<file path="src/hdl/dfr_pkg.sv">
// Package with the shared types and constants of the segment packet deframer.
`default_nettype none

package dfr_pkg;

  localparam int MAX_DATAGRAM = 65535;
  localparam int BCNT_W       = $clog2(MAX_DATAGRAM + 1);

  localparam logic [7:0] OPCODE_FILE = 8'h46;
  localparam logic [7:0] ASCII_ZERO  = 8'h30;
  localparam logic [7:0] ASCII_NINE  = 8'h39;

  localparam int FLEN_DIGITS  = 3;
  localparam int OLEN_DIGITS  = 5;
  localparam int SEQ_DIGITS   = 12;
  localparam int PSIZE_DIGITS = 22;
  localparam int TOTAL_DIGITS = 4;
  localparam int CUR_DIGITS   = 4;

  localparam int TRAIL_DEPTH = 5;
  localparam int FILL_W      = $clog2(TRAIL_DEPTH + 1);

  localparam int FIELD_W = 17;
  localparam int ACC_W   = 40;
  localparam int SEQ_W   = 40;
  localparam int SEG_W   = 14;
  localparam int SUM_W   = 16;
  localparam int PCNT_W  = 16;

  localparam int QUEUE_DEPTH = 2;
  localparam int QPTR_W      = (QUEUE_DEPTH > 1) ? $clog2(QUEUE_DEPTH) : 1;
  localparam int QCNT_W      = $clog2(QUEUE_DEPTH + 1);

  typedef enum logic [3:0] {
    PH_OPCODE,
    PH_DLEN,
    PH_DSKIP,
    PH_FLEN,
    PH_FSKIP,
    PH_OLEN,
    PH_OSKIP,
    PH_SEQ,
    PH_PSIZE,
    PH_TOTAL,
    PH_CUR,
    PH_BODY
  } phase_e;

  typedef enum logic [1:0] {
    ST_OK       = 2'd0,
    ST_CHECKSUM = 2'd1,
    ST_SHORT    = 2'd2,
    ST_NOTFILE  = 2'd3
  } status_e;

  typedef enum logic [0:0] {
    KIND_PAYLOAD = 1'b0,
    KIND_SUMMARY = 1'b1
  } kind_e;

  // Work handed from the parser to the emitter for one accepted byte.
  typedef struct packed {
    logic                              has_payload;
    logic [7:0]                        pay_byte;
    logic                              has_summary;
    logic                              drop;
    logic                              too_short;
    logic [SEQ_W-1:0]                  seq;
    logic [SEG_W-1:0]                  total;
    logic [SEG_W-1:0]                  current;
    logic [PCNT_W-1:0]                 count;
    logic [SUM_W-1:0]                  sum;
    logic [TRAIL_DEPTH-1:0][7:0]       window;
  } cmd_t;

  typedef struct packed {
    kind_e             kind;
    logic [7:0]        out_byte;
    logic [SEQ_W-1:0]  seq_number;
    logic [SEG_W-1:0]  total_segments;
    logic [SEG_W-1:0]  segment_index;
    logic [PCNT_W-1:0] payload_bytes;
    status_e           status;
    logic              last;
  } res_t;

endpackage

`default_nettype wire

</file>
<file path="src/hdl/dfr_queue.sv">
// Short queue of emitter work between the parser and the result emitter.
`default_nettype none

module dfr_queue import dfr_pkg::*; (
  input  wire logic  clk_i,
  input  wire logic  rst_ni,
  input  wire logic  push_i,
  input  wire cmd_t  push_cmd_i,
  output logic       ready_o,
  input  wire logic  pop_i,
  output logic       head_valid_o,
  output cmd_t       head_cmd_o
);

  cmd_t              mem_q [QUEUE_DEPTH];
  logic [QPTR_W-1:0] wr_q, wr_d;
  logic [QPTR_W-1:0] rd_q, rd_d;
  logic [QCNT_W-1:0] cnt_q, cnt_d;
  logic              do_push;
  logic              do_pop;

  assign ready_o      = (cnt_q != QCNT_W'(QUEUE_DEPTH));
  assign head_valid_o = (cnt_q != '0);
  assign head_cmd_o   = mem_q[rd_q];
  assign do_push      = push_i && ready_o;
  assign do_pop       = pop_i && head_valid_o;

  always_comb begin
    wr_d  = wr_q;
    rd_d  = rd_q;
    cnt_d = cnt_q;
    if (do_push) begin
      wr_d = (wr_q == QPTR_W'(QUEUE_DEPTH - 1)) ? '0 : wr_q + QPTR_W'(1);
    end
    if (do_pop) begin
      rd_d = (rd_q == QPTR_W'(QUEUE_DEPTH - 1)) ? '0 : rd_q + QPTR_W'(1);
    end
    if (do_push && !do_pop)      cnt_d = cnt_q + QCNT_W'(1);
    else if (do_pop && !do_push) cnt_d = cnt_q - QCNT_W'(1);
  end

  always_ff @(posedge clk_i or negedge rst_ni) begin
    if (!rst_ni) begin
      wr_q  <= '0;
      rd_q  <= '0;
      cnt_q <= '0;
    end else begin
      wr_q  <= wr_d;
      rd_q  <= rd_d;
      cnt_q <= cnt_d;
    end
  end

  always_ff @(posedge clk_i) begin
    if (do_push) mem_q[wr_q] <= push_cmd_i;
  end

  a_no_lost_push: assert property (@(posedge clk_i) disable iff (!rst_ni)
    push_i |-> ready_o)
    else $error("work pushed into a full queue");

endmodule

`default_nettype wire

</file>
<file path="config.mk">
export PLATFORM = sky130hd
export DESIGN_NAME = dfr_queue
export DESIGN_NICKNAME = d
export VERILOG_FILES = /design/src/hdl/dfr_pkg.sv /design/src/hdl/dfr_queue.sv
export SDC_FILE = /design/constraint.sdc
export NUM_CORES = 1
export LEC_CHECK = 0
export ABC_AREA = 1
export BUFFER_PORTS_ARGS = -buffer_cell sky130_fd_sc_hd__buf_2
export CAP_MARGIN = 20
export CELL_PAD_IN_SITES_DETAIL_PLACEMENT = 1
export CELL_PAD_IN_SITES_GLOBAL_PLACEMENT = 2
export CORE_ASPECT_RATIO = 1.75
export CORE_MARGIN = 3
export CORE_UTILIZATION = 37
export DETAILED_ROUTE_END_ITERATION = 10
export HOLD_SLACK_MARGIN = 0.05
export PLACE_DENSITY_LB_ADDON = 0.3
export SYNTH_ARGS = -nofsm -noshare
export SYNTH_HDL_FRONTEND = slang
export SYNTH_SLANG_ARGS = --single-unit
export TNS_END_PERCENT = 5
</file>
<file path="constraint.sdc">
create_clock -name clk_i -period 14 [get_ports clk_i]
set_clock_uncertainty 0.15 [all_clocks]
set_input_delay 1.4 -clock clk_i [delete_from_list [all_inputs] [get_ports clk_i]]
set_output_delay 1.4 -clock clk_i [all_outputs]
set_load 0.02 [all_outputs]
</file>
* Word level (Yosys, flattened, before mapping)
Memories as Yosys holds them, arrays and structs flattened.
Cells that the tools add are included.
Widths: inputs -> output; s select.
** Word-level totals
- Memories :: 1
- Register bits :: 4
- RAM bits :: 304
** Memories
- mem_q :: words 2, width 152, rd ports 1, clocked after memory_dff 0, wr ports 1, line dfr_queue.sv:15 : cmd_t mem_q [QUEUE_DEPTH];
** Operators by class
- Equality and inequality tests :: 1
- Add/sub/neg operators :: 4
- Reduce and logical (&&, ||, !) cells :: 8
- Mux-type cells :: 6
** Operators with widths (number)
- $logic_and 1x1->1 :: 4
- $mux 1 :: 4
- $mux 2 :: 2
- $reduce_bool 2->1 :: 2
- $add 1x1->1 const B :: 2
- $add 2x1->2 const B :: 1
- $logic_not 1->1 :: 2
- $ne 2x2->1 const B :: 1
- $sub 2x1->2 const B :: 1

* Depth between registers and ports, before layout
Gate-level depths: netlist of the first run.
- Depth after elaboration :: 6
- Gate-level depth with buffers :: 10

* Least setup slack after synthesis of the first run
No wires, ideal clock.
- Path type :: input to register
- Start point :: input port push_i
- End point :: memory mem_q[0][0] (netlist name) (enable)
- Path buffers :: 0
- Library setup time :: 666 ps
- Path slack :: 5359 ps
- Arrival time :: 7825 ps
- Cell stages on the path :: 2
- Path through :: nand2_1 -> nor2_1
** Between the ends
- Word-level cells in the longest chain between the ends :: 3
** RTL lines
- start: declaration :: line dfr_queue.sv:7 : input wire logic push_i,
- $logic_and 1x1->1 :: line dfr_queue.sv:25 : assign do_push = push_i && ready_o;
- $mux 1 :: line dfr_queue.sv:55 : if (do_push) mem_q[wr_q] <= push_cmd_i;
- $mux 1 (implied by the code) :: line dfr_queue.sv:55
- end: declaration :: line dfr_queue.sv:15
Every way passes these cells.

==> results of run 1 <==
critical path, cell delays in order (launching register included):
cell and delay [ps]:
dfrtp_4 780, inv_4 710, buf_4 850, nand2_1 160, nand2_1 130, buf_2 180
registers in the layout (all words and copies together) (netlist names):
register / cells
wr_q: 1
mem_q: 304
rd_q: 1
cnt_q: 2
cell type report:
cell class / count / area share [%]
multi-input cells: 474 / 12.9
repair buffers: 316 / 11.5
inverters: 7 / 0.204
clock buffers: 39 / 5.56
clock inverters: 13 / 0.667
flip-flops and latches: 308 / 65.6
well taps: 382 / 3.39
diodes: 10 / 0.178
where the power goes:
part           internal (uW)  switching [uW]  total [uW]
clock network            409             320         729
registers               1260            81.6        1340
logic                    296             814        1110
metrics by stage:
step                hold slack (ps)  util, %  instances  total power (uW)  worst slack (ps)
floorplan                       312        -        822              2110              5360
global placement                337     44.3       1486              2490              9470
detailed placement              346     44.3       1486              2500              9480
CTS                             359     47.2       1538              3250              8850
global route                    380     47.4       1547              3390              8690
finish                          359     47.4       1549              3180              8950
placed cells by master, fill, tap and decap left out:
cell type	n
buf_2	309
ha_1	1
inv_1	6
inv_4	1
buf_4	6
diode_2	10
nand2_1	466
xor2_1	1
clkinv_2	7
clkinv_1	3
clkbuf_8	2
buf_16	1
bufinv_16	1
dfrtp_1	3
clkbuf_16	29
nand3_1	2
nor2_4	2
clkinv_4	2
clkbuf_1	8
xnor2_1	1
nand4_1	1
edfxtp_1	304
dfrtp_4	1
logic make-up after synthesis:
| logic type | Yosys count | share of synthesized area [%] |
|---|---|---|
| DFF | 308 | 82.0 |
| adders and majority gates | 1 | 0.111 |
| buffers and inverters | 40 | 1.98 |
| xor gates and xnor gates | 2 | 0.156 |
| and+or+nand+nor | 471 | 15.8 |
layer usage:
metal,wire [um],GRT usage [%],up-vias
met2,15800,31.9,242
met5,13,0,-
li1,-,-,3417
met3,2010,4.27,50
met4,1020,7.31,2
met1,9300,17.0,3430
final timing paths:
path,slack [ps],cells past startpoint,endpoint,from
max,8950,5,head_cmd_o[97],rd_q
min,360,2,cnt_q[1],cnt_q[1]
max reg2reg,11040,4,rd_q,rd_q
min reg2reg,360,2,cnt_q[1],cnt_q[1]
max in group asynchronous,13040,1,rd_q,rst_ni
min in group asynchronous,510,1,cnt_q[0],rst_ni
==> flow_summary.toml, run 1 <==
[status]
status = "complete, no violations"

[grt]
grt_pass1_vias = 7717
gr-total-overflow = 0
antenna_found_initial = 11
grt_max_degree = 84
grt_pass1_wl_um = 42000
grt.total_usage_pct = 16.9

[setup_path]
path_class = "reg -> out"
end_kind = "output port"
required_ps = 12450
cp_max_fo = 83
start_kind = "flip-flop"
critPathArrivalTime_ps = 3500

[synth]
synth_nets = 979
syn-mean-instance-area_um2 = 13.7
ys.flop_type = "edfxtp_1"
yosysTopAreaCellShare_pct = 81.1
yosysUniqueCellTypes = 14
syn_area_um2 = 11300
netlist_instances = 822
synth-seq-cells = 308
synth.area.top_cells = "edfxtp_1 81%, nand2_1 16%, buf_2 1.0%"
synthTopCellsByCount = "466 x nand2_1, 304 x edfxtp_1, 23 x buf_2"
yosysMostFrequentCell = "nand2_1"
ys_seq_area_share_pct = 82.0
yosysWarnings = 0
synth_edf_count = 304
async_flop_share_pct = 1.30
synth_area_leader_cell = "edfxtp_1"

[clock_tree]
path_clk_slew_ps = 60
cts_tree = "yes"
clockRootBuffer = "clkbuf_16"
post_cts_buffers = 0
h-tree-depth = 1
hold_buffers = 0
cts_buffer_depth = 3
cts_sinks = 308
cts_resized = 0
numCtsBuffers = 28
clkLatencyLatePin_ps = 540

[detailed_routing]
vias = 7141
drt-vias-per-instance = 4.61
wl_per_cell_um = 18.2
first_pass_iters = 5
antenna_left = 0
drc_errors = 0
drtIter0Drc = 321
wl_um = 28100

[timing]
tightest_slew_ps = 1100
period_minus_slack_ps = 5050
slew_viol_final = 0
fmax_mhz = 198
setup_viol = 0
relSlewSlack_pct = 26.8
rsz0062_at_grt = "false"
fin_setup_tns_ps = 0
hold_violations = 0
fin_crit_sh_pct = 36.1

[floorplanning]
fp.dieH_um = 237
start_util_pct = 37.9
core_area_um2 = 29700
io_pins = 310
dieWidth_um = 138
die-area_um2 = 32600
rows = 83

[worst_hold_path]
min_path_type = "reg -> reg"

[cells_and_area]
ff_latch_area_um2 = 9230
nNetsFinal = 1292
fillCellCount = 3220
multi_input_area_um2 = 1820
design_area_um2 = 14100
drive_gt1_share_pct = 31.2
syn_to_final_growth_pct = 25.1

[power]
ir_drop_mv = 0.128
p_leak_uw = 0.00602
power_density_nw_per_um2 = 226

[placed_design]
portBuffers = 309
globalplace.congestion = 0.725
placed_cell_area_um2 = 13100
dp.final_hpwl_um = 18700

[run]
max_cap_viol_count = 0
No activity file was read; power rests on OpenSTA's default activity.
==> run 2: changes to the inputs <==
--- a/config.mk
+++ b/config.mk
@@ -12,7 +12,7 @@
 export CELL_PAD_IN_SITES_GLOBAL_PLACEMENT = 2
 export CORE_ASPECT_RATIO = 1.75
 export CORE_MARGIN = 3
-export CORE_UTILIZATION = 37
+export CORE_UTILIZATION = 31
 export DETAILED_ROUTE_END_ITERATION = 10
 export HOLD_SLACK_MARGIN = 0.05
 export PLACE_DENSITY_LB_ADDON = 0.3
==> constraint.sdc (replaced) <==
create_clock -name clk_i -period 4.4 [get_ports clk_i]
set_clock_uncertainty 0.15 [all_clocks]
set_input_delay 0.44 -clock clk_i [delete_from_list [all_inputs] [get_ports clk_i]]
set_output_delay 0.44 -clock clk_i [all_outputs]
set_load 0.02 [all_outputs]
==> flow_summary.toml, run 2 (same netlist as run 1, synthesis figures left out) <==
[placed_design]
globalplace.congestion = 0.701
portBuffers = 309
dp.final_hpwl_um = 19100

[detailed_routing]
drc_errors = 0
wl_um = 30200
drtIter0Drc = 249
antenna_left = 0
drt-vias-per-instance = 4.33
first_pass_iters = 4
wl_per_cell_um = 16.9
vias = 7704

[cells_and_area]
fillCellCount = 3818
largest_reg_flops = 304
syn_to_final_growth_pct = 40.3
final_cell_mix = "466 x nand2_1, 309 x buf_2, 304 x edfxtp_1"
fin_util_pct = 44.4
drive_gt1_share_pct = 27.3
layout_commonest_cell = "nand2_1"
multi_input_area_um2 = 1820
top_register = "mem_q"
top_regs = "mem_q (304), cnt_q (2)"
ff_latch_area_um2 = 9230
nNetsFinal = 1448

[floorplanning]
rows = 91
core_area_um2 = 35500
dieWidth_um = 150
io_pins = 310
die-area_um2 = 38700
fp.dieH_um = 258
start_util_pct = 31.7

[status]
status = "complete, no violations"

[power]
seqPwrFrac_pct = 39.9
p_clk_share_pct = 23.2
p_int_uw = 6450
p_sw_uw = 3980
power_density_nw_per_um2 = 661
swShare_pct = 38.2
comb_power_share_pct = 36.9
p_leak_uw = 0.00669
ir_drop_mv = 0.454

[clock_tree]
cts_buffer_depth = 3
clkLatencyLatePin_ps = 540
cts_sinks = 308
numCtsBuffers = 29
post_cts_buffers = 0
h-tree-depth = 1
cts_tree = "yes"
clockRootBuffer = "clkbuf_16"
path_clk_slew_ps = 60

[setup_path]
cp_max_fo = 73
start_kind = "flip-flop"
r2r_end = "mem_q[1][6]"
reg2reg_from = "cnt_q[0]"
rr_worst_depth = 5
required_ps = 3810
reg2reg_slack_ps = 1990
path_class = "reg -> out"
end_kind = "output port"
critPathArrivalTime_ps = 2310
worstSetupEndpoint = "head_cmd_o[120]"
crit_start = "rd_q"

[timing]
slew_viol_final = 0
relSlewSlack_pct = 29.5
hold_violations = 0
fin_crit_sh_pct = 65.8
tightest_slew_ps = 1060
period_minus_slack_ps = 2900
rsz0062_at_grt = "false"
finalHoldWorstSlack_ps = 99.0
fmax_mhz = 345
setup_viol = 0

[grt]
grt.total_usage_pct = 15.5
grt_pass1_wl_um = 47000
gr-total-overflow = 0
grt_pass1_vias = 8686
antenna_found_initial = 2
grt_max_degree = 154

[run]
max_cap_viol_count = 0

[worst_hold_path]
min_path_type = "in -> async"
-- run 2: power groups by stage --
stage                     Sequential, uW  Clock [uW]  Combinational (uW)
after global routing                4220        2620                4250
after CTS                           4170        2510                3980
final                               4160        2420                3840
after global placement              4200           0                3820
after floorplan                     4270           0                2360
after detailed placement            4230           0                3850
-- run 2: final cells by class --
| class | instances | share of cell area (%) |
|---|---|---|
| clock buffer | 32 | 4.67 |
| clock inverter | 21 | 1.09 |
| inverter | 7 | 0.182 |
| sequential | 308 | 58.5 |
| multi-input combinational | 474 | 11.5 |
| antenna | 3 | 0.0476 |
| timing repair buffer | 471 | 20.3 |
| tap | 465 | 3.69 |
-- run 2: through the flow --
step / cells / area (um^2) / worst slack [ps] / TNS (ps) / power, uW
2_1_floorplan: 822 / 11300 / -938 / -285110 / 6630
3_3_place_gp: 1571 / 13300 / 1930 / 0 / 8020
3_5_place_dp: 1571 / 13300 / 1930 / 0 / 8080
4_1_cts: 1778 / 15800 / 1390 / 0 / 10700
5_1_grt: 1780 / 15800 / 1310 / 0 / 11100
6_report: 1781 / 15800 / 1500 / 0 / 10400
-- run 2: worst max-delay path: stages, from the launching register on --
cell     delay [ps]
dfrtp_4         500
inv_4           420
buf_12          400
nand2_1         110
nand2_1          80
buf_2           170
-- run 2: how the worst min path moves through the flow --
stage                     to  startpoint
global route        cnt_q[1]      rst_ni
detailed placement  cnt_q[1]      rst_ni
finish              cnt_q[1]      rst_ni
floorplan           cnt_q[0]      rst_ni
global placement    cnt_q[1]      rst_ni
CTS                 cnt_q[1]      rst_ni
-- run 2: what timing repair did --
item                                   4_1_cts  5_1_grt
endpoints found under the hold margin      309        0
resized for setup                            0        0
hold buffers                               154        0
-- run 2: routing by layer --
metal / vias up / global-route usage [%] / wire length, um
li1: 3714 / - / -
met1: 3736 / 16.3 / 10600
met2: 204 / 30.0 / 17000
met3: 50 / 2.91 / 1560
met4: 0 / 5.73 / 1010
met5: - / 0 / 0
==> run 3: changes to the inputs <==
==> constraint.sdc (replaced) <==
create_clock -name clk_i -period 2.4 [get_ports clk_i]
set_clock_uncertainty 0.15 [all_clocks]
set_input_delay 0.24 -clock clk_i [delete_from_list [all_inputs] [get_ports clk_i]]
set_output_delay 0.24 -clock clk_i [all_outputs]
set_load 0.02 [all_outputs]
==> flow_summary.toml, run 3 (same netlist as run 1, synthesis figures left out) <==
[floorplanning]
start_util_pct = 31.7
dieWidth_um = 150
rows = 91
die-area_um2 = 38700
fp.dieH_um = 258
io_pins = 310
core_area_um2 = 35500

[cells_and_area]
instances_no_fill = 1790
syn_to_final_growth_pct = 41.7
design_area_um2 = 16000
fillCellCount = 3811
multi_input_area_um2 = 1840
ff_latch_area_um2 = 9230
layout_commonest_cell = "nand2_1"
nNetsFinal = 1453
top_regs = "mem_q (304), cnt_q (2)"
final_cell_mix = "461 x nand2_1, 308 x buf_2, 304 x edfxtp_1"
largest_reg_flops = 304
drive_gt1_share_pct = 28.2
top_register = "mem_q"

[detailed_routing]
drc_errors = 0
wl_per_cell_um = 17.1
first_pass_iters = 4
antenna_left = 0
drtIter0Drc = 257
wl_um = 30600
drt-vias-per-instance = 4.38
vias = 7838

[timing]
rsz0062_at_grt = "false"
hold_violations = 0
slew_viol_final = 0
fin_crit_sh_pct = 95.1
relSlewSlack_pct = 61.1
setup_viol = 0
tightest_slew_ps = 584
fmax_mhz = 438
period_minus_slack_ps = 2280

[setup_path]
path_class = "reg -> out"
end_kind = "output port"
critPathMaxStageDelay_ps = 520
required_ps = 2010
crit_slowest_cell = "dfrtp_4"
critPathArrivalTime_ps = 1890
start_kind = "flip-flop"
path_delay_family = "buffers and inverters"
worst-path-buf-inv = 3
path_common_cell = "nand2_1"
cp_max_fo = 64
path_cells = "inv_4 > buf_16 > nand2_1 > nand2_1 > buf_2"

[run]
max_cap_viol_count = 0

[clock_tree]
clkLatencyLatePin_ps = 550
clockRootBuffer = "clkbuf_16"
h-tree-depth = 1
path_clk_slew_ps = 60
cts_buffer_depth = 3
cts_sinks = 308
cts_tree = "yes"
numCtsBuffers = 30

[power]
power_uw = 19300
p_leak_uw = 0.00676
power_density_nw_per_um2 = 1210
ir_drop_mv = 0.663

[placed_design]
portBuffers = 309
dp.final_hpwl_um = 19300
globalplace.congestion = 0.748
placed_cell_area_um2 = 13400
dp_cells = 1573

[grt]
grt.total_usage_pct = 15.5
antenna_found_initial = 6
gr-total-overflow = 0
grt_pass1_vias = 8497
grt_pass1_wl_um = 46700
grt_max_degree = 102

[status]
status = "complete, no violations"

[worst_hold_path]
min_path_type = "in -> reg"
## run 3: changes by cell type in the layout (fill, tap and decap cells not counted), sizes merged
cell         before  now
buf             317  319
bufinv            3    1
clkbuf           32   43
clkinv           16   10
diode             3    5
dlygate4sd3     154  156
## run 3: timing repair
| item | CTS | global route |
|---|---|---|
| setup buffers | 0 | 0 |
| resized for setup | 1 | 7 |
| hold endpoints to repair | 311 | 0 |
| hold buffers | 156 | 0 |
| endpoints found under the setup margin | 2 | 53 |
## run 3: path summary, 6_finish.rpt
path / endpoint / slack [ps] / start / cells after the start
max: head_cmd_o[53] / 120 / rd_q / 5
min: mem_q[1][130] / 260 / push_cmd_i[130] / 2
max reg2reg: mem_q[1][116] / 600 / cnt_q[0] / 5
min reg2reg: cnt_q[0] / 370 / cnt_q[0] / 1
max in group asynchronous: rd_q / 1440 / rst_ni / 3
min in group asynchronous: rd_q / 450 / rst_ni / 3
## run 3: final cells by class
cell class                 count  area share (%)
antenna                        5          0.0784
clock buffer                  43            5.33
clock inverter                13           0.612
inverter                       7           0.180
multi-input combinational    474            11.5
sequential                   308            57.9
tap                          465            3.65
timing repair buffer         475            20.7
## run 3: worst register-to-register path, cell delays in order (launching register included)
cell and delay, ps:
dfrtp_1 390, inv_2 70, nand2_4 80, nand2_4 80, nor2_4 150, buf_12 370
## run 3: per-layer routing
metal	share of wire (%)	up-vias	global-route usage [%]
met5	0.042	-	0
met4	3.5	2	5.83
met3	5.8	68	3.30
met2	56	243	29.8
met1	35	3787	16.1
li1	-	3738	-
## run 3: stage by stage
step	setup TNS, ps	util, %	worst slack, ps	hold WS, ps
6_report	0	44.9	118	258
5_1_grt	0	44.9	9.80	234
4_1_cts	0	44.8	0.381	213
3_5_place_dp	0	37.7	613	-89.3
3_3_place_gp	0	37.7	620	-90.1
2_1_floorplan	-318650	-	-1060	-206
## run 3: where the power goes
part / leakage, uW / total (uW) / switching (uW) / internal, uW
logic: 0.00342 / 7150 / 5090 / 2060
clock network: 0.000465 / 4520 / 1950 / 2570
registers: 0.00288 / 7650 / 304 / 7350
