## src/hdl/dfr_pkg.sv

```systemverilog
// Package with the shared types and constants of the segment packet deframer.
`default_nettype none

package dfr_pkg;

  localparam int MAX_DATAGRAM = 65535;
  localparam int BCNT_W       = $clog2(MAX_DATAGRAM + 1);

  localparam logic [7:0] OPCODE_FILE = 8'h46;
  localparam logic [7:0] ASCII_ZERO  = 8'h30;
  localparam logic [7:0] ASCII_NINE  = 8'h39;

  localparam int FLEN_DIGITS  = 3;
  localparam int OLEN_DIGITS  = 5;
  localparam int SEQ_DIGITS   = 12;
  localparam int PSIZE_DIGITS = 22;
  localparam int TOTAL_DIGITS = 4;
  localparam int CUR_DIGITS   = 4;

  localparam int TRAIL_DEPTH = 5;
  localparam int FILL_W      = $clog2(TRAIL_DEPTH + 1);

  localparam int FIELD_W = 17;
  localparam int ACC_W   = 40;
  localparam int SEQ_W   = 40;
  localparam int SEG_W   = 14;
  localparam int SUM_W   = 16;
  localparam int PCNT_W  = 16;

  localparam int QUEUE_DEPTH = 2;
  localparam int QPTR_W      = (QUEUE_DEPTH > 1) ? $clog2(QUEUE_DEPTH) : 1;
  localparam int QCNT_W      = $clog2(QUEUE_DEPTH + 1);

  typedef enum logic [3:0] {
    PH_OPCODE,
    PH_DLEN,
    PH_DSKIP,
    PH_FLEN,
    PH_FSKIP,
    PH_OLEN,
    PH_OSKIP,
    PH_SEQ,
    PH_PSIZE,
    PH_TOTAL,
    PH_CUR,
    PH_BODY
  } phase_e;

  typedef enum logic [1:0] {
    ST_OK       = 2'd0,
    ST_CHECKSUM = 2'd1,
    ST_SHORT    = 2'd2,
    ST_NOTFILE  = 2'd3
  } status_e;

  typedef enum logic [0:0] {
    KIND_PAYLOAD = 1'b0,
    KIND_SUMMARY = 1'b1
  } kind_e;

  // Work handed from the parser to the emitter for one accepted byte.
  typedef struct packed {
    logic                              has_payload;
    logic [7:0]                        pay_byte;
    logic                              has_summary;
    logic                              drop;
    logic                              too_short;
    logic [SEQ_W-1:0]                  seq;
    logic [SEG_W-1:0]                  total;
    logic [SEG_W-1:0]                  current;
    logic [PCNT_W-1:0]                 count;
    logic [SUM_W-1:0]                  sum;
    logic [TRAIL_DEPTH-1:0][7:0]       window;
  } cmd_t;

  typedef struct packed {
    kind_e             kind;
    logic [7:0]        out_byte;
    logic [SEQ_W-1:0]  seq_number;
    logic [SEG_W-1:0]  total_segments;
    logic [SEG_W-1:0]  segment_index;
    logic [PCNT_W-1:0] payload_bytes;
    status_e           status;
    logic              last;
  } res_t;

endpackage

`default_nettype wire

```

## src/hdl/dfr_if.sv

```systemverilog
// Handshake interfaces for the byte input and the result output of the deframer.
`default_nettype none

interface dfr_in_if;
  logic       valid;
  logic       ready;
  logic [7:0] data_byte;
  logic       end_of_datagram;

  modport source (output valid, data_byte, end_of_datagram, input ready);
  modport sink   (input valid, data_byte, end_of_datagram, output ready);
endinterface


`default_nettype wire

```

## src/hdl/dfr_front.sv

```systemverilog
// Header parser: walks the datagram fields and turns each byte into emitter work.
`default_nettype none

module dfr_front import dfr_pkg::*; (
  input  wire logic  clk_i,
  input  wire logic  rst_ni,
  dfr_in_if.sink     in_i,
  output logic       push_o,
  output cmd_t       push_cmd_o,
  input  wire logic  push_ready_i
);

  phase_e             phase_q, phase_d;
  logic [FIELD_W-1:0] fc_q, fc_d;
  logic [FIELD_W-1:0] skip_q, skip_d;
  logic [ACC_W-1:0]   acc_q, acc_d;
  logic               stop_q, stop_d;
  logic [SEQ_W-1:0]   seq_q, seq_d;
  logic [SEG_W-1:0]   total_q, total_d;
  logic [SEG_W-1:0]   cur_q, cur_d;
  logic [7:0]         trail_q [TRAIL_DEPTH];
  logic [7:0]         trail_d [TRAIL_DEPTH];
  logic [FILL_W-1:0]  fill_q, fill_d;
  logic [SUM_W-1:0]   sum_q, sum_d;
  logic [PCNT_W-1:0]  pcnt_q, pcnt_d;
  logic               drop_q, drop_d;
  logic [BCNT_W-1:0]  bcnt_q, bcnt_d;

  logic               accept;
  logic               take;
  logic               eod;
  logic [7:0]         b;
  logic               is_digit;
  logic [ACC_W-1:0]   acc_dig;
  logic               stop_dig;
  logic [FIELD_W-1:0] fc_inc;
  logic               pay_valid;
  logic [7:0]         pay_byte;

  assign in_i.ready = push_ready_i;
  assign accept     = in_i.valid && push_ready_i;
  assign b          = in_i.data_byte;
  assign eod        = in_i.end_of_datagram;
  assign take       = accept && (bcnt_q < BCNT_W'(MAX_DATAGRAM));
  assign is_digit   = (b >= ASCII_ZERO) && (b <= ASCII_NINE);
  assign fc_inc     = fc_q + FIELD_W'(1);

  // One decimal step: acc * 10 + digit, frozen after the first non-digit.
  always_comb begin
    if (!stop_q && is_digit) begin
      acc_dig  = (acc_q << 3) + (acc_q << 1) + ACC_W'(b - ASCII_ZERO);
      stop_dig = 1'b0;
    end else begin
      acc_dig  = acc_q;
      stop_dig = 1'b1;
    end
  end

  always_comb begin
    phase_d   = phase_q;
    fc_d      = fc_q;
    skip_d    = skip_q;
    acc_d     = acc_q;
    stop_d    = stop_q;
    seq_d     = seq_q;
    total_d   = total_q;
    cur_d     = cur_q;
    trail_d   = trail_q;
    fill_d    = fill_q;
    sum_d     = sum_q;
    pcnt_d    = pcnt_q;
    drop_d    = drop_q;
    bcnt_d    = bcnt_q;
    pay_valid = 1'b0;
    pay_byte  = trail_q[0];

    if (take) begin
      bcnt_d = bcnt_q + BCNT_W'(1);
      if (!drop_q) begin
        unique case (phase_q)
          PH_OPCODE: begin
            if (b == OPCODE_FILE) phase_d = PH_DLEN;
            else                  drop_d  = 1'b1;
          end
          PH_DLEN: begin
            fc_d = '0;
            if (b == 8'd0) begin
              phase_d = PH_FLEN;
              acc_d   = '0;
              stop_d  = 1'b0;
            end else begin
              phase_d = PH_DSKIP;
              skip_d  = FIELD_W'(b);
            end
          end
          PH_DSKIP, PH_FSKIP, PH_OSKIP: begin
            fc_d = fc_inc;
            if (fc_inc >= skip_q) begin
              fc_d   = '0;
              acc_d  = '0;
              stop_d = 1'b0;
              if (phase_q == PH_DSKIP)      phase_d = PH_FLEN;
              else if (phase_q == PH_FSKIP) phase_d = PH_OLEN;
              else                          phase_d = PH_SEQ;
            end
          end
          PH_FLEN, PH_OLEN: begin
            acc_d  = acc_dig;
            stop_d = stop_dig;
            fc_d   = fc_inc;
            if ((phase_q == PH_FLEN && fc_inc == FIELD_W'(FLEN_DIGITS)) ||
                (phase_q == PH_OLEN && fc_inc == FIELD_W'(OLEN_DIGITS))) begin
              fc_d = '0;
              if (acc_dig[FIELD_W-1:0] == '0) begin
                phase_d = (phase_q == PH_FLEN) ? PH_OLEN : PH_SEQ;
                acc_d   = '0;
                stop_d  = 1'b0;
              end else begin
                phase_d = (phase_q == PH_FLEN) ? PH_FSKIP : PH_OSKIP;
                skip_d  = acc_dig[FIELD_W-1:0];
              end
            end
          end
          PH_SEQ: begin
            acc_d  = acc_dig;
            stop_d = stop_dig;
            fc_d   = fc_inc;
            if (fc_inc == FIELD_W'(SEQ_DIGITS)) begin
              seq_d   = acc_dig[SEQ_W-1:0];
              phase_d = PH_PSIZE;
              fc_d    = '0;
              acc_d   = '0;
              stop_d  = 1'b0;
            end
          end
          PH_PSIZE: begin
            fc_d = fc_inc;
            if (fc_inc == FIELD_W'(PSIZE_DIGITS)) begin
              phase_d = PH_TOTAL;
              fc_d    = '0;
              acc_d   = '0;
              stop_d  = 1'b0;
            end
          end
          PH_TOTAL, PH_CUR: begin
            acc_d  = acc_dig;
            stop_d = stop_dig;
            fc_d   = fc_inc;
            if (fc_inc == FIELD_W'(TOTAL_DIGITS) && phase_q == PH_TOTAL) begin
              total_d = acc_dig[SEG_W-1:0];
              phase_d = PH_CUR;
              fc_d    = '0;
              acc_d   = '0;
              stop_d  = 1'b0;
            end else if (fc_inc == FIELD_W'(CUR_DIGITS) && phase_q == PH_CUR) begin
              cur_d   = acc_dig[SEG_W-1:0];
              phase_d = PH_BODY;
              fill_d  = '0;
            end
          end
          PH_BODY: begin
            if (fill_q >= FILL_W'(TRAIL_DEPTH)) begin
              // Window full: the oldest byte leaves as payload.
              pay_valid = 1'b1;
              for (int i = 0; i < TRAIL_DEPTH - 1; i++) begin
                trail_d[i] = trail_q[i+1];
              end
              trail_d[TRAIL_DEPTH-1] = b;
              sum_d = sum_q + SUM_W'(trail_q[0]);
              if (pcnt_q != {PCNT_W{1'b1}}) pcnt_d = pcnt_q + PCNT_W'(1);
            end else begin
              trail_d[fill_q[FILL_W-1:0]] = b;
              fill_d = fill_q + FILL_W'(1);
            end
          end
          default: begin
            phase_d = phase_q;
          end
        endcase
      end
    end

    // The summary is built from the state after this byte.
    push_cmd_o.has_payload = pay_valid;
    push_cmd_o.pay_byte    = pay_byte;
    push_cmd_o.has_summary = accept && eod;
    push_cmd_o.drop        = drop_d;
    push_cmd_o.too_short   = !(phase_d == PH_BODY && fill_d == FILL_W'(TRAIL_DEPTH));
    push_cmd_o.seq         = seq_d;
    push_cmd_o.total       = total_d;
    push_cmd_o.current     = cur_d;
    push_cmd_o.count       = pcnt_d;
    push_cmd_o.sum         = sum_d;
    for (int i = 0; i < TRAIL_DEPTH; i++) begin
      push_cmd_o.window[i] = trail_d[i];
    end
    push_o = pay_valid || (accept && eod);

    if (accept && eod) begin
      phase_d = PH_OPCODE;
      fc_d    = '0;
      skip_d  = '0;
      acc_d   = '0;
      stop_d  = 1'b0;
      seq_d   = '0;
      total_d = '0;
      cur_d   = '0;
      fill_d  = '0;
      sum_d   = '0;
      pcnt_d  = '0;
      drop_d  = 1'b0;
      bcnt_d  = '0;
    end
  end

  always_ff @(posedge clk_i or negedge rst_ni) begin
    if (!rst_ni) begin
      phase_q <= PH_OPCODE;
      fc_q    <= '0;
      skip_q  <= '0;
      acc_q   <= '0;
      stop_q  <= 1'b0;
      seq_q   <= '0;
      total_q <= '0;
      cur_q   <= '0;
      fill_q  <= '0;
      sum_q   <= '0;
      pcnt_q  <= '0;
      drop_q  <= 1'b0;
      bcnt_q  <= '0;
    end else begin
      phase_q <= phase_d;
      fc_q    <= fc_d;
      skip_q  <= skip_d;
      acc_q   <= acc_d;
      stop_q  <= stop_d;
      seq_q   <= seq_d;
      total_q <= total_d;
      cur_q   <= cur_d;
      fill_q  <= fill_d;
      sum_q   <= sum_d;
      pcnt_q  <= pcnt_d;
      drop_q  <= drop_d;
      bcnt_q  <= bcnt_d;
    end
  end

  always_ff @(posedge clk_i) begin
    trail_q <= trail_d;
  end

  a_fill_bound: assert property (@(posedge clk_i) disable iff (!rst_ni)
    fill_q <= FILL_W'(TRAIL_DEPTH))
    else $error("holding window fill past its depth");

  a_end_clears: assert property (@(posedge clk_i) disable iff (!rst_ni)
    (accept && eod) |=> (phase_q == PH_OPCODE && bcnt_q == '0 && !drop_q))
    else $error("parser state not cleared after end of datagram");

endmodule

`default_nettype wire

```

## src/flat_wrapper.sv

```systemverilog
// flat-port wrapper written by rule: the top's interface ports become plain ports
module dfr_front_flat import dfr_pkg::*;
  (clk_i, rst_ni, push_o, push_cmd_o, push_ready_i, in_i_valid, in_i_data_byte, in_i_end_of_datagram, in_i_ready);
  dfr_in_if in_i_i ();
  input  wire logic clk_i;
  input  wire logic rst_ni;
  output logic push_o;
  output cmd_t push_cmd_o;
  input  wire logic push_ready_i;
  input wire logic [$bits(in_i_i.valid)-1:0] in_i_valid;
  input wire logic [$bits(in_i_i.data_byte)-1:0] in_i_data_byte;
  input wire logic [$bits(in_i_i.end_of_datagram)-1:0] in_i_end_of_datagram;
  output wire logic [$bits(in_i_i.ready)-1:0] in_i_ready;
  assign in_i_i.valid = in_i_valid;
  assign in_i_i.data_byte = in_i_data_byte;
  assign in_i_i.end_of_datagram = in_i_end_of_datagram;
  assign in_i_ready = in_i_i.ready;
  dfr_front u_core (.clk_i(clk_i), .rst_ni(rst_ni), .in_i(in_i_i), .push_o(push_o), .push_cmd_o(push_cmd_o), .push_ready_i(push_ready_i));
endmodule
```

## config.mk

```make
export PLATFORM = sky130hd
export DESIGN_NAME = dfr_front_flat
export DESIGN_NICKNAME = d
export VERILOG_FILES = /design/src/hdl/dfr_pkg.sv /design/src/hdl/dfr_if.sv /design/src/hdl/dfr_front.sv /design/src/flat_wrapper.sv
export SDC_FILE = /design/constraint.sdc
export NUM_CORES = 1
export LEC_CHECK = 0
export ABC_AREA = 1
export BUFFER_PORTS_ARGS = -buffer_cell sky130_fd_sc_hd__buf_4
export CAP_MARGIN = 30
export CORE_MARGIN = 10
export CORE_UTILIZATION = 30
export DETAILED_ROUTE_END_ITERATION = 16
export PLACE_DENSITY = 0.49
export REMOVE_ABC_BUFFERS = 1
export SYNTH_ARGS = -nofsm -noshare
export SYNTH_HDL_FRONTEND = slang
export SYNTH_SLANG_ARGS = --single-unit
```

## constraint.sdc

```tcl
create_clock -name clk_i -period 4.4 [get_ports clk_i]
set_clock_uncertainty 0.2 [all_clocks]
set_input_delay 0.22 -clock clk_i [delete_from_list [all_inputs] [get_ports clk_i]]
set_output_delay 0.22 -clock clk_i [all_outputs]
set_load 0.05 [all_outputs]
```

After elaboration in Yosys (flattened, before gate mapping)
Cells that the tools add are included.
Widths: inputs -> output; s select.

storage, ports and cells
  input port bits = 13
  memories kept = 0
  logic and storage cells = 197
  output and inout bits = 154
  bits in latches = 0
  flip-flop bits (word level) = 239
  memory bits (writable) = 0
  memory bits (read-only) = 0

operators by class
  $mul = 0
  bitwise gates (word level) = 1
  eq/ne operators = 27
  multiplexer cells = 109
  order comparisons = 7
  add/sub/neg operators = 8
  shift-type cells = 0
  divide/modulo/power cells = 0
  reductions and logical operators = 27

operator list
  kind                   number
  $mux 40                20
  $pmux 40 s6            1
  $mux 17                14
  $mux 16                13
  $mux 14                11
  $pmux 17 s6            1
  $add 40x40->40         2
  $mux 4                 12
  $bwmux 40              1
  $eq 17x3->1 const B    2
  $pmux 17 s2            1
  $add 16x1->16 const B  2
  $pmux 4 s7             1
  $demux 8 s3            1
  $mux 1                 21
  $eq 4x4->1 const B     5
  $mux 3                 6
  $add 17x1->17 const B  1
  $eq 17x2->1 const B    1
  $eq 17x4->1 const B    1
  $eq 17x5->1 const B    1
  $ge 17x17->1           1
  $logic_not 17->1       1
  $add 16x8->16          1
  other kinds (34)       58

Longest topological paths before layout
Gate-level depths: netlist of run 1.

  depth after elaboration = 13
  mapped depth = 27
  gate-level depth less buffers = 26

Worst setup path after synthesis of run 1
OpenSTA, ideal clock, no wires.

  path kind = input port to output port
  start point = input in_i_data_byte[4]
  end point = output push_cmd_o[129] (netlist name)
  cell stages on the path = 17
  required time = 3.980 ns
  buffers on the path = 0
  path slack = -0.003 ns
  arrival = 3.983 ns
  cells stage by stage = ha_1 inv_1 nand2_1 inv_1 fa_1 ha_1 nand2_1 nor2_1 inv_1 nor2_1 inv_1 o21ai_0 a21oi_1 xor2_1 o21ai_0 nand2_1 nand2_1

RTL lines
  item             RTL line            source
  start, declared  flat_wrapper.sv:11  input wire logic [$bits(in_i_i.data_byte)-1:0] in_i_data_byte;
  end, declared    flat_wrapper.sv:8   output cmd_t push_cmd_o;

==> flow_metrics.py, run 1 <==
metrics = {
    "status": {
        "outcome": "complete, no violations",
    },
    "setup_path": {
        "arrival_ns": 3.75,
        "cp.required_ns": 3.98,
        "critPathMaxFanout": 6,
        "cp-start-kind": "register",
        "crit_path_top_delay_cell": "fa_1",
        "crit_cells": 20,
        "cpPeakStageDelay_ns": 0.51,
        "crit_type": "register to output pin",
        "timing.rr.start": "u_core.fc_q[1]",
        "timing.rr.end": "u_core.acc_q[8]",
        "worstRegToRegCells": 23,
        "crit_family": "simple AND/OR/NAND/NOR gates",
        "crit_chain": "inv_2 > fa_1 > inv_1 > ha_4 > or2_2 > nand3b_1 > nand2_2 > nand2_1 > nand2_1 > nand2_1 > nand3_2 > nand2_2 > nand2_1 > nor2_2 > nand3_2 > nand2_2 > nand2_2 > nand3_2 > nand4_1 > buf_6",
        "end_kind": "output pin",
        "critPathBufInv": 3,
        "regToRegSetupSlack_ns": 0.69,
    },
    "floorplan": {
        "pin_count": 167,
        "die_h_um": 257,
        "chipWidth_um": 257,
        "num_rows": 86,
        "fp.dieArea_um2": 66100,
        "initial_core_util_pct": 30.5,
        "design.core.area_um2": 55400,
    },
    "timing": {
        "relSlewSlack_pct": 43.4,
        "drv_slew": 0,
        "clock.fmax_mhz": 240,
        "rsz0062_at_grt": "yes",
        "fin_crit_sh_pct": 94.7,
        "finalSetupViolCount": 0,
        "setup_ws_ns": 0.231,
        "hold_viol": 0,
        "tightest_slew_ns": 0.848,
        "fin_crit_ns": 4.17,
    },
    "synth": {
        "yosysTopAreaCell": "dfrtp_1",
        "synth_top_area_share_pct": 29.5,
        "syn_area_per_cell_um2": 6.92,
        "ys.warnings.count": 0,
        "synth_cell_types": 49,
        "yosys_register_bits": 239,
        "netlist_top_cells_area": "dfrtp_1 30%, nand2_1 17%, inv_1 6.9%",
        "yosysSeqAreaShare_pct": 34.2,
        "synthCells": 2440,
        "syn_area_um2": 16900,
    },
    "grt": {
        "grt_pass1_vias": 15900,
        "grt.overflow.total": 0,
        "antenna_found_initial": 2,
        "grtUsageTotal_pct": 16.4,
        "grt_max_degree": 103,
        "grt_pass1_wl_mm": 89.1,
    },
    "finish": {
        "nets": 2742,
        "area_growth_pct": 21.5,
        "drive_gt1_share_pct": 15.4,
        "layout_common_cells": "741 x nand2_1, 308 x inv_1, 208 x nor2_1",
        "layout_commonest_cell": "nand2_1",
        "final_util_pct": 37.0,
    },
    "detailed_routing": {
        "first_pass_iters": 7,
        "num_vias": 16100,
        "via_per_inst": 4.75,
        "wire_per_inst_um": 16.2,
        "detail-route-antenna-nets": 0,
        "drc": 0,
        "drt_iter0_drc": 1018,
        "routed_wl_mm": 55.1,
    },
    "clock_tree": {
        "clk_latency_ns": 0.58,
        "path_clk_slew_ns": 0.06,
        "cts_tree": "done",
        "cts.path.max_buffers": 3,
        "cts.sinks": 239,
        "cts_inserted_buffers": 31,
        "cts_root_buf": "clkbuf_16",
        "cts_max_level": 1,
    },
    "power": {
        "power_per_cell_area_nw_per_um2": 350,
        "ir_worst_vdd_uv": 334,
        "p_leak_nw": 11.1,
        "total_power_mw": 7.17,
    },
    "run": {
        "cap_viol_max_count": 0,
    },
    "hold_path": {
        "hp-class": "input pin to register",
        "min_from": "in_i_end_of_datagram",
        "hold-path-endpoint": "u_core.skip_q[1]",
        "hold_path_depth": 4,
    },
    "placement": {
        "dpl.hpwl_mm": 41.3,
        "port_buffers": 166,
        "place_ws_ns": 0.137,
        "place_congestion": 0.863,
    },
}
cells in the mapped netlist, drive strengths merged:
library cell	count
a31oi	24
and3	1
inv	322
nand3	174
o211ai	3
o32ai	1
mux2	16
nor3	29
a21boi	4
o21bai	8
a211oi	7
nand4	30
o221a	1
o22ai	1
nor2	228
o221ai	3
dfxtp	40
xnor2	13
a21o	4
dfrtp	199
o21ai	151
or2	30
nand3b	12
clkinv	1
ha	75
fa	38
nand2	760
o21a	1
nor3b	2
clkbuf	40
a21oi	149
buf	43
nor4	2
xor2	22
and2	6
state kept, by name, indices dropped and copies added (netlist names), 16 cells and up:
signal and flops:
u_core.trail_q 32, u_core.skip_q 17, u_core.sum_q 16, u_core.pcnt_q 16, u_core.bcnt_q 16, u_core.acc_q 40
u_core.seq_q 40, u_core.fc_q 17
how the worst max path moves through the flow:
stage	from	slack, ns	endpoint
floorplan	u_core.fill_q[1]	-0.37	push_cmd_o[10]
global placement	in_i_data_byte[4]	0.14	push_cmd_o[140]
detailed placement	in_i_data_byte[4]	0.14	push_cmd_o[134]
CTS	u_core.acc_q[6]	-0.02	push_cmd_o[135]
global route	u_core.acc_q[5]	-0.01	push_cmd_o[124]
finish	u_core.acc_q[1]	0.23	push_cmd_o[140]
power breakdown:
group	switching, mW	total [mW]	internal [mW]	leakage, nW
Combinational	1.48	2.13	0.650	7.46
Sequential	0.114	2.43	2.32	3.07
Clock	1.06	2.61	1.55	0.517
Total	2.65	7.17	4.52	11.1
worst min-delay path, cell delays in order:
cell and delay, ns:
buf_4 0.10, nand2_2 0.22, nand3_1 0.17, nand2_1 0.05
timing repair:
item                                    CTS  global route
endpoints found under the setup margin    8            55
pin swaps                                 0             7
buffers inserted                          0             5
hold buffers                             14             1
endpoints found under the hold margin   114             3
resized for setup                        12            58
layout make-up:
| class | count | area (um2) |
|---|---|---|
| fillers | 5934 | 34900 |
| multi-input cells | 1795 | 9670 |
| well taps | 748 | 936 |
| diodes | 1 | 2.50 |
| repair buffers | 226 | 1850 |
| clock buffers | 38 | 852 |
| inverters | 323 | 1210 |
| flip-flops and latches | 239 | 5790 |
| clock inverters | 20 | 189 |
per-layer routing:
layer | vias up | part of all wire (%) | wire [um] | track usage [%]
met1 | 7596 | 46 | 25500 | 21.7
li1 | 8150 | - | - | -
met4 | 2 | 2.1 | 1170 | 3.58
met2 | 300 | 47 | 26100 | 27.8
met3 | 58 | 4.0 | 2220 | 2.18
met5 | - | 0.022 | 12 | 0
cell families (layout without fill, tap and decap cells):
family,Yosys count,after routing,synth area share [%]
simple gates,1274,1274,31.7
buf+inv,406,607,9.72
other cells,0,1,0
mux,16,16,1.07
flops,239,239,34.2
xor+xnor,35,35,1.82
fa+ha+maj,113,113,10.1
compound gates,357,357,11.4
stage by stage:
stage,std cells,setup TNS [ns],hold WS (ns),instance area (um2)
2_1_floorplan,2357,-23.71,-0.276,16500
3_3_place_gp,3310,0,0.220,19000
3_5_place_dp,3310,0,0.226,19000
4_1_cts,3382,-0.0351,0.00413,20200
5_1_grt,3390,-0.0210,0.0236,20500
6_report,3390,0,0.0267,20500
(Power assumes the default switching activity.)
==> run 2: changes to the inputs <==
Settings changed: BUFFER_PORTS_ARGS -buffer_cell sky130_fd_sc_hd__buf_4 to -buffer_cell sky130_fd_sc_hd__buf_2.
==> run 2 against run 1 <==
  * First-iteration DRC count grew 3.0%
  * Sequential power about the same
  * Hold slack got worse by 0.0052 ns
  * Die area is the same
  * Via count is 0.33% higher
  * Non-clock buffer count rose by 3
  * Largest cell class unchanged
==> flow_metrics.py, run 2 (same netlist as run 1, synthesis figures left out) <==
metrics = {
    "status": {
        "outcome": "complete, no violations",
    },
    "detailed_routing": {
        "drc": 0,
        "detail-route-antenna-nets": 0,
        "via_per_inst": 4.76,
        "wire_per_inst_um": 16.4,
        "drt_iter0_drc": 1049,
        "first_pass_iters": 5,
        "routed_wl_mm": 55.6,
        "num_vias": 16200,
    },
    "finish": {
        "top_regs": "u_core.acc_q (40), u_core.seq_q (40), u_core.trail_q (32)",
        "drive_gt1_share_pct": 15.9,
        "layout_common_cells": "741 x nand2_1, 306 x inv_1, 206 x nor2_1",
        "nets": 2748,
        "layout_commonest_cell": "nand2_1",
        "layout.cells.non_filler": 3398,
        "stdcell_area_um2": 20300,
        "area_growth_pct": 20.4,
    },
    "setup_path": {
        "cpPeakStageDelay_ns": 0.56,
        "cp-start-kind": "register",
        "arrival_ns": 3.81,
        "crit_chain": "inv_2 > fa_1 > inv_2 > ha_4 > or2_2 > nand3b_1 > nand2_2 > nand2_2 > nand2_2 > nand2_2 > nand3_2 > nand2_2 > nand2_2 > nor2_4 > nand3_4 > nand2_1 > nand2_2 > nand3_2 > nand4_1 > buf_12",
        "critPathMaxFanout": 5,
        "worst_path_most_repeated_cell": "nand2_2",
        "crit_path_top_delay_cell": "fa_1",
        "cp.required_ns": 3.98,
        "crit_type": "register to output pin",
        "end_kind": "output pin",
    },
    "grt": {
        "grtUsageTotal_pct": 16.5,
        "grt.overflow.total": 0,
        "grt_pass1_vias": 16000,
        "antenna_found_initial": 7,
        "grt_pass1_wl_mm": 88.9,
        "grt_max_degree": 108,
    },
    "timing": {
        "clock.fmax_mhz": 237,
        "drv_slew": 0,
        "fin_hold_ws_ns": 0.0214,
        "hold_viol": 0,
        "finalSetupViolCount": 0,
        "fin_crit_ns": 4.23,
        "relSlewSlack_pct": 45.7,
        "tightest_slew_ns": 0.809,
        "fin_crit_sh_pct": 96.1,
    },
    "placement": {
        "port_buffers": 166,
        "placedInstanceArea_um2": 18700,
        "dpl.hpwl_mm": 41.4,
        "place_congestion": 0.877,
        "place_inst": 3314,
    },
    "power": {
        "p_leak_nw": 11.1,
        "power_per_cell_area_nw_per_um2": 368,
        "ir_worst_vdd_uv": 234,
    },
    "floorplan": {
        "initial_core_util_pct": 30.5,
        "chipWidth_um": 257,
        "pin_count": 167,
        "design.core.area_um2": 55400,
        "num_rows": 86,
        "fp.dieArea_um2": 66100,
        "die_h_um": 257,
    },
    "run": {
        "cap_viol_max_count": 0,
    },
    "clock_tree": {
        "path_clk_slew_ns": 0.06,
        "clk_latency_ns": 0.56,
        "cts.sinks": 239,
        "cts_tree": "done",
        "cts_max_level": 2,
        "cts_root_buf": "clkbuf_16",
        "cts.path.max_buffers": 3,
        "cts_inserted_buffers": 34,
    },
    "hold_path": {
        "hp-class": "input pin to register",
    },
}
==> run 2: cell types whose count changed in the layout (fill, tap and decap cells not counted), sizes merged <==
cell / previous run / this run
clkbuf: 39 / 49
clkinv: 13 / 9
diode: 1 / 3
dlygate4sd3: 15 / 13
inv: 324 / 326
buf: 210 / 211
clkinvlp: 3 / 2
==> run 2: critical path, delay by kind of cell, from the launching register on <==
kind	cells	cell delay (ns)
adder cells (fa/ha/maj)	2	0.82
buffers and inverters	3	0.31
flip-flops	1	0.41
AND/OR/NAND/NOR	15	1.69
==> run 2: final cells by class <==
type | count | area, um2
Antenna cell | 3 | 7.51
Clock buffer | 44 | 971
Tap cell | 748 | 936
Sequential cell | 239 | 5790
Timing Repair Buffer | 229 | 1530
Clock inverter | 17 | 193
Fill cell | 5942 | 35100
Multi-Input combinational cell | 1795 | 9690
Inverter | 323 | 1210
==> run 2: report_power, final <==
group          switching [mW]  internal (mW)  leakage [nW]
Clock                    1.14           1.75         0.575
Combinational            1.50          0.644          7.48
Sequential              0.111           2.32          3.07
Total                    2.76           4.71          11.1
==> run 2: path summary, 6_finish.rpt <==
| kind | from | to | slack, ns | cells after the start |
|---|---|---|---|---|
| worst max-delay path | u_core.acc_q[1] | push_cmd_o[140] | 0.17 | 20 |
| worst min register to register | u_core.bcnt_q[10] | u_core.bcnt_q[10] | 0.29 | 1 |
| worst max register to register | u_core.fc_q[1] | u_core.acc_q[37] | 0.63 | 23 |
| max in group asynchronous | rst_ni | u_core.fc_q[1] | 2.27 | 5 |
| min in group asynchronous | rst_ni | u_core.pcnt_q[0] | 0.40 | 3 |
| worst min-delay path | in_i_data_byte[0] | u_core.trail_q[0] | 0.02 | 3 |
==> run 2: timing repair <==
action / 4_1_cts / 5_1_grt
hold endpoints to repair: 118 / 8
gates resized for setup: 20 / 69
setup endpoints to repair: 11 / 44
hold buffers: 12 / 1
pin swaps: 4 / 19
buffers inserted: 2 / 4
==> run 2: routing by layer <==
metal	wire length [um]	track usage (%)	share of wire (%)
met1	25400	21.3	46
met2	26800	27.9	48
met3	2130	2.38	3.8
met4	1350	5.00	2.4
met5	21	0	0.038
==> run 2: through the flow <==
step | power, mW | worst slack [ns] | utilization (%) | setup TNS [ns]
floorplan | 3.76 | -0.369 | - | -23.71
global placement | 4.51 | 0.129 | 33.7 | 0
detailed placement | 4.52 | 0.133 | 33.7 | 0
CTS | 7.50 | 0.00154 | 36.1 | 0
global route | 7.89 | -0.0176 | 36.7 | -0.0341
finish | 7.47 | 0.174 | 36.7 | 0
==> run 3: changes to the inputs <==
Settings changed: CORE_MARGIN 10 to 1.
==> run 3 against run 2 <==
  * Flip-flop and latch count unchanged
  * Final area is 0.38% lower
  * Via count shrank 0.84%
  * Clock-buffer cell count grew 1
  * Critical endpoint unchanged
==> flow_metrics.py, run 3 (same netlist as run 1, synthesis figures left out) <==
metrics = {
    "clock_tree": {
        "path_clk_slew_ns": 0.06,
        "cts_tree": "done",
        "clk_latency_ns": 0.59,
        "cts_max_level": 1,
        "cts_inserted_buffers": 31,
        "cts.path.max_buffers": 3,
        "cts.sinks": 239,
        "cts_root_buf": "clkbuf_16",
    },
    "detailed_routing": {
        "via_per_inst": 4.72,
        "drt_iter0_drc": 886,
        "num_vias": 16000,
        "routed_wl_mm": 53.4,
        "drc": 0,
        "detail-route-antenna-nets": 0,
        "first_pass_iters": 6,
        "wire_per_inst_um": 15.7,
    },
    "floorplan": {
        "pin_count": 167,
        "design.core.area_um2": 55300,
        "die_h_um": 239,
        "fp.dieArea_um2": 57200,
        "chipWidth_um": 239,
        "initial_core_util_pct": 30.5,
        "num_rows": 86,
    },
    "grt": {
        "grt_max_degree": 103,
        "grt_pass1_wl_mm": 85.0,
        "antenna_found_initial": 1,
        "grt.overflow.total": 0,
        "grt_pass1_vias": 15300,
        "grtUsageTotal_pct": 18.5,
    },
    "power": {
        "power_per_cell_area_nw_per_um2": 355,
        "p_leak_nw": 11.1,
        "total_power_mw": 7.18,
        "ir_worst_vdd_uv": 506,
    },
    "finish": {
        "layout_common_cells": "744 x nand2_1, 308 x inv_1, 202 x nor2_1",
        "fillers": 5941,
        "nets": 2746,
        "area_growth_pct": 20.0,
        "top_regs": "u_core.acc_q (40), u_core.seq_q (40), u_core.trail_q (32)",
        "layout_commonest_cell": "nand2_1",
        "drive_gt1_share_pct": 15.5,
        "layout.cells.non_filler": 3392,
        "stdcell_area_um2": 20200,
        "final_util_pct": 36.6,
    },
    "timing": {
        "clock.fmax_mhz": 236,
        "finalSetupViolCount": 0,
        "tns_ns": 0,
        "fin_crit_ns": 4.24,
        "hold_viol": 0,
        "drv_slew": 0,
        "relSlewSlack_pct": 46.7,
        "setup_ws_ns": 0.156,
        "fin_hold_ws_ns": 0.0394,
        "fin_crit_sh_pct": 96.5,
        "rsz0062_at_grt": "yes",
        "tightest_slew_ns": 0.794,
    },
    "setup_path": {
        "cpPeakStageDelay_ns": 0.51,
        "crit_path_top_delay_cell": "fa_1",
        "worst_path_most_repeated_cell": "nand2_1",
        "crit_chain": "inv_1 > fa_1 > inv_1 > ha_4 > or2_2 > nand3b_1 > nand2_2 > nand2_1 > nand2_1 > nand2_1 > nand3_1 > nand2_1 > nand2_1 > nor2_2 > nand3_2 > nand2_1 > nand2_2 > nand3_2 > nand4_1 > buf_12",
        "end_kind": "output pin",
        "cp-start-kind": "register",
        "crit_type": "register to output pin",
        "cp.required_ns": 3.98,
        "crit_family": "simple AND/OR/NAND/NOR gates",
        "arrival_ns": 3.82,
        "critPathMaxFanout": 6,
        "critPathBufInv": 3,
    },
    "placement": {
        "place_ws_ns": 0.0744,
        "dpl.hpwl_mm": 39.6,
        "port_buffers": 166,
        "place_inst": 3312,
        "place_congestion": 0.886,
        "placedInstanceArea_um2": 18700,
    },
    "run": {
        "cap_viol_max_count": 0,
    },
    "status": {
        "outcome": "complete, no violations",
    },
    "hold_path": {
        "hp-class": "input pin to register",
    },
}
-- run 3: cell count changes in the layout (fill, tap and decap cells not counted), moves of 3 or more --
cell       before  now
buf_6           4    1
clkbuf_1        4    8
clkbuf_16      36   31
clkbuf_4        4    7
clkinv_2        7    4
dfrtp_1       191  188
dfrtp_2         8   11
nand2_1       741  744
nand2_2        18   14
nor2_1        206  202
nor2_2         17   23
-- run 3: routing by layer --
metal,part of all wire [%],track usage [%]
met3,3.1,2.05
met2,47,30.6
met1,48,25.9
met5,0,0
met4,2.2,4.10
-- run 3: power by group --
group | switching (mW) | internal (mW) | total [mW]
Clock | 1.04 | 1.62 | 2.66
Combinational | 1.46 | 0.623 | 2.08
Sequential | 0.117 | 2.32 | 2.44
-- run 3: final timing paths --
| path | startpoint | endpoint | slack [ns] | cells past startpoint |
|---|---|---|---|---|
| setup / recovery | u_core.acc_q[1] | push_cmd_o[140] | 0.16 | 20 |
| setup reg to reg | u_core.acc_q[1] | u_core.skip_q[2] | 0.78 | 21 |
| hold / removal | push_ready_i | u_core.bcnt_q[3] | 0.04 | 6 |
| min in group asynchronous | rst_ni | u_core.pcnt_q[0] | 0.34 | 3 |
| max in group asynchronous | rst_ni | u_core.acc_q[22] | 2.46 | 5 |
| hold reg to reg | u_core.acc_q[39] | u_core.acc_q[39] | 0.29 | 2 |
-- run 3: cell type report --
cell class	count	area, um2	area share [%]
well taps	748	936	4.62
clock inverters	11	164	0.809
clock buffers	45	888	4.39
multi-input cells	1795	9710	47.9
repair buffers	230	1540	7.62
diodes	1	2.50	0.0124
flip-flops and latches	239	5790	28.6
inverters	323	1210	6.00
-- run 3: repair_timing --
action | in CTS | in global routing
buffers inserted | 0 | 6
setup endpoints to repair | 13 | 62
resized for setup | 26 | 67
hold buffers | 15 | 1
pin swaps | 3 | 10
hold endpoints to repair | 125 | 4
-- run 3: worst min-delay path, stage by stage --
cell and delay, ns:
buf_2 0.08, nand2_1 0.08, inv_1 0.13, nand4_1 0.15
nand2_1 0.09, a21oi_1 0.04
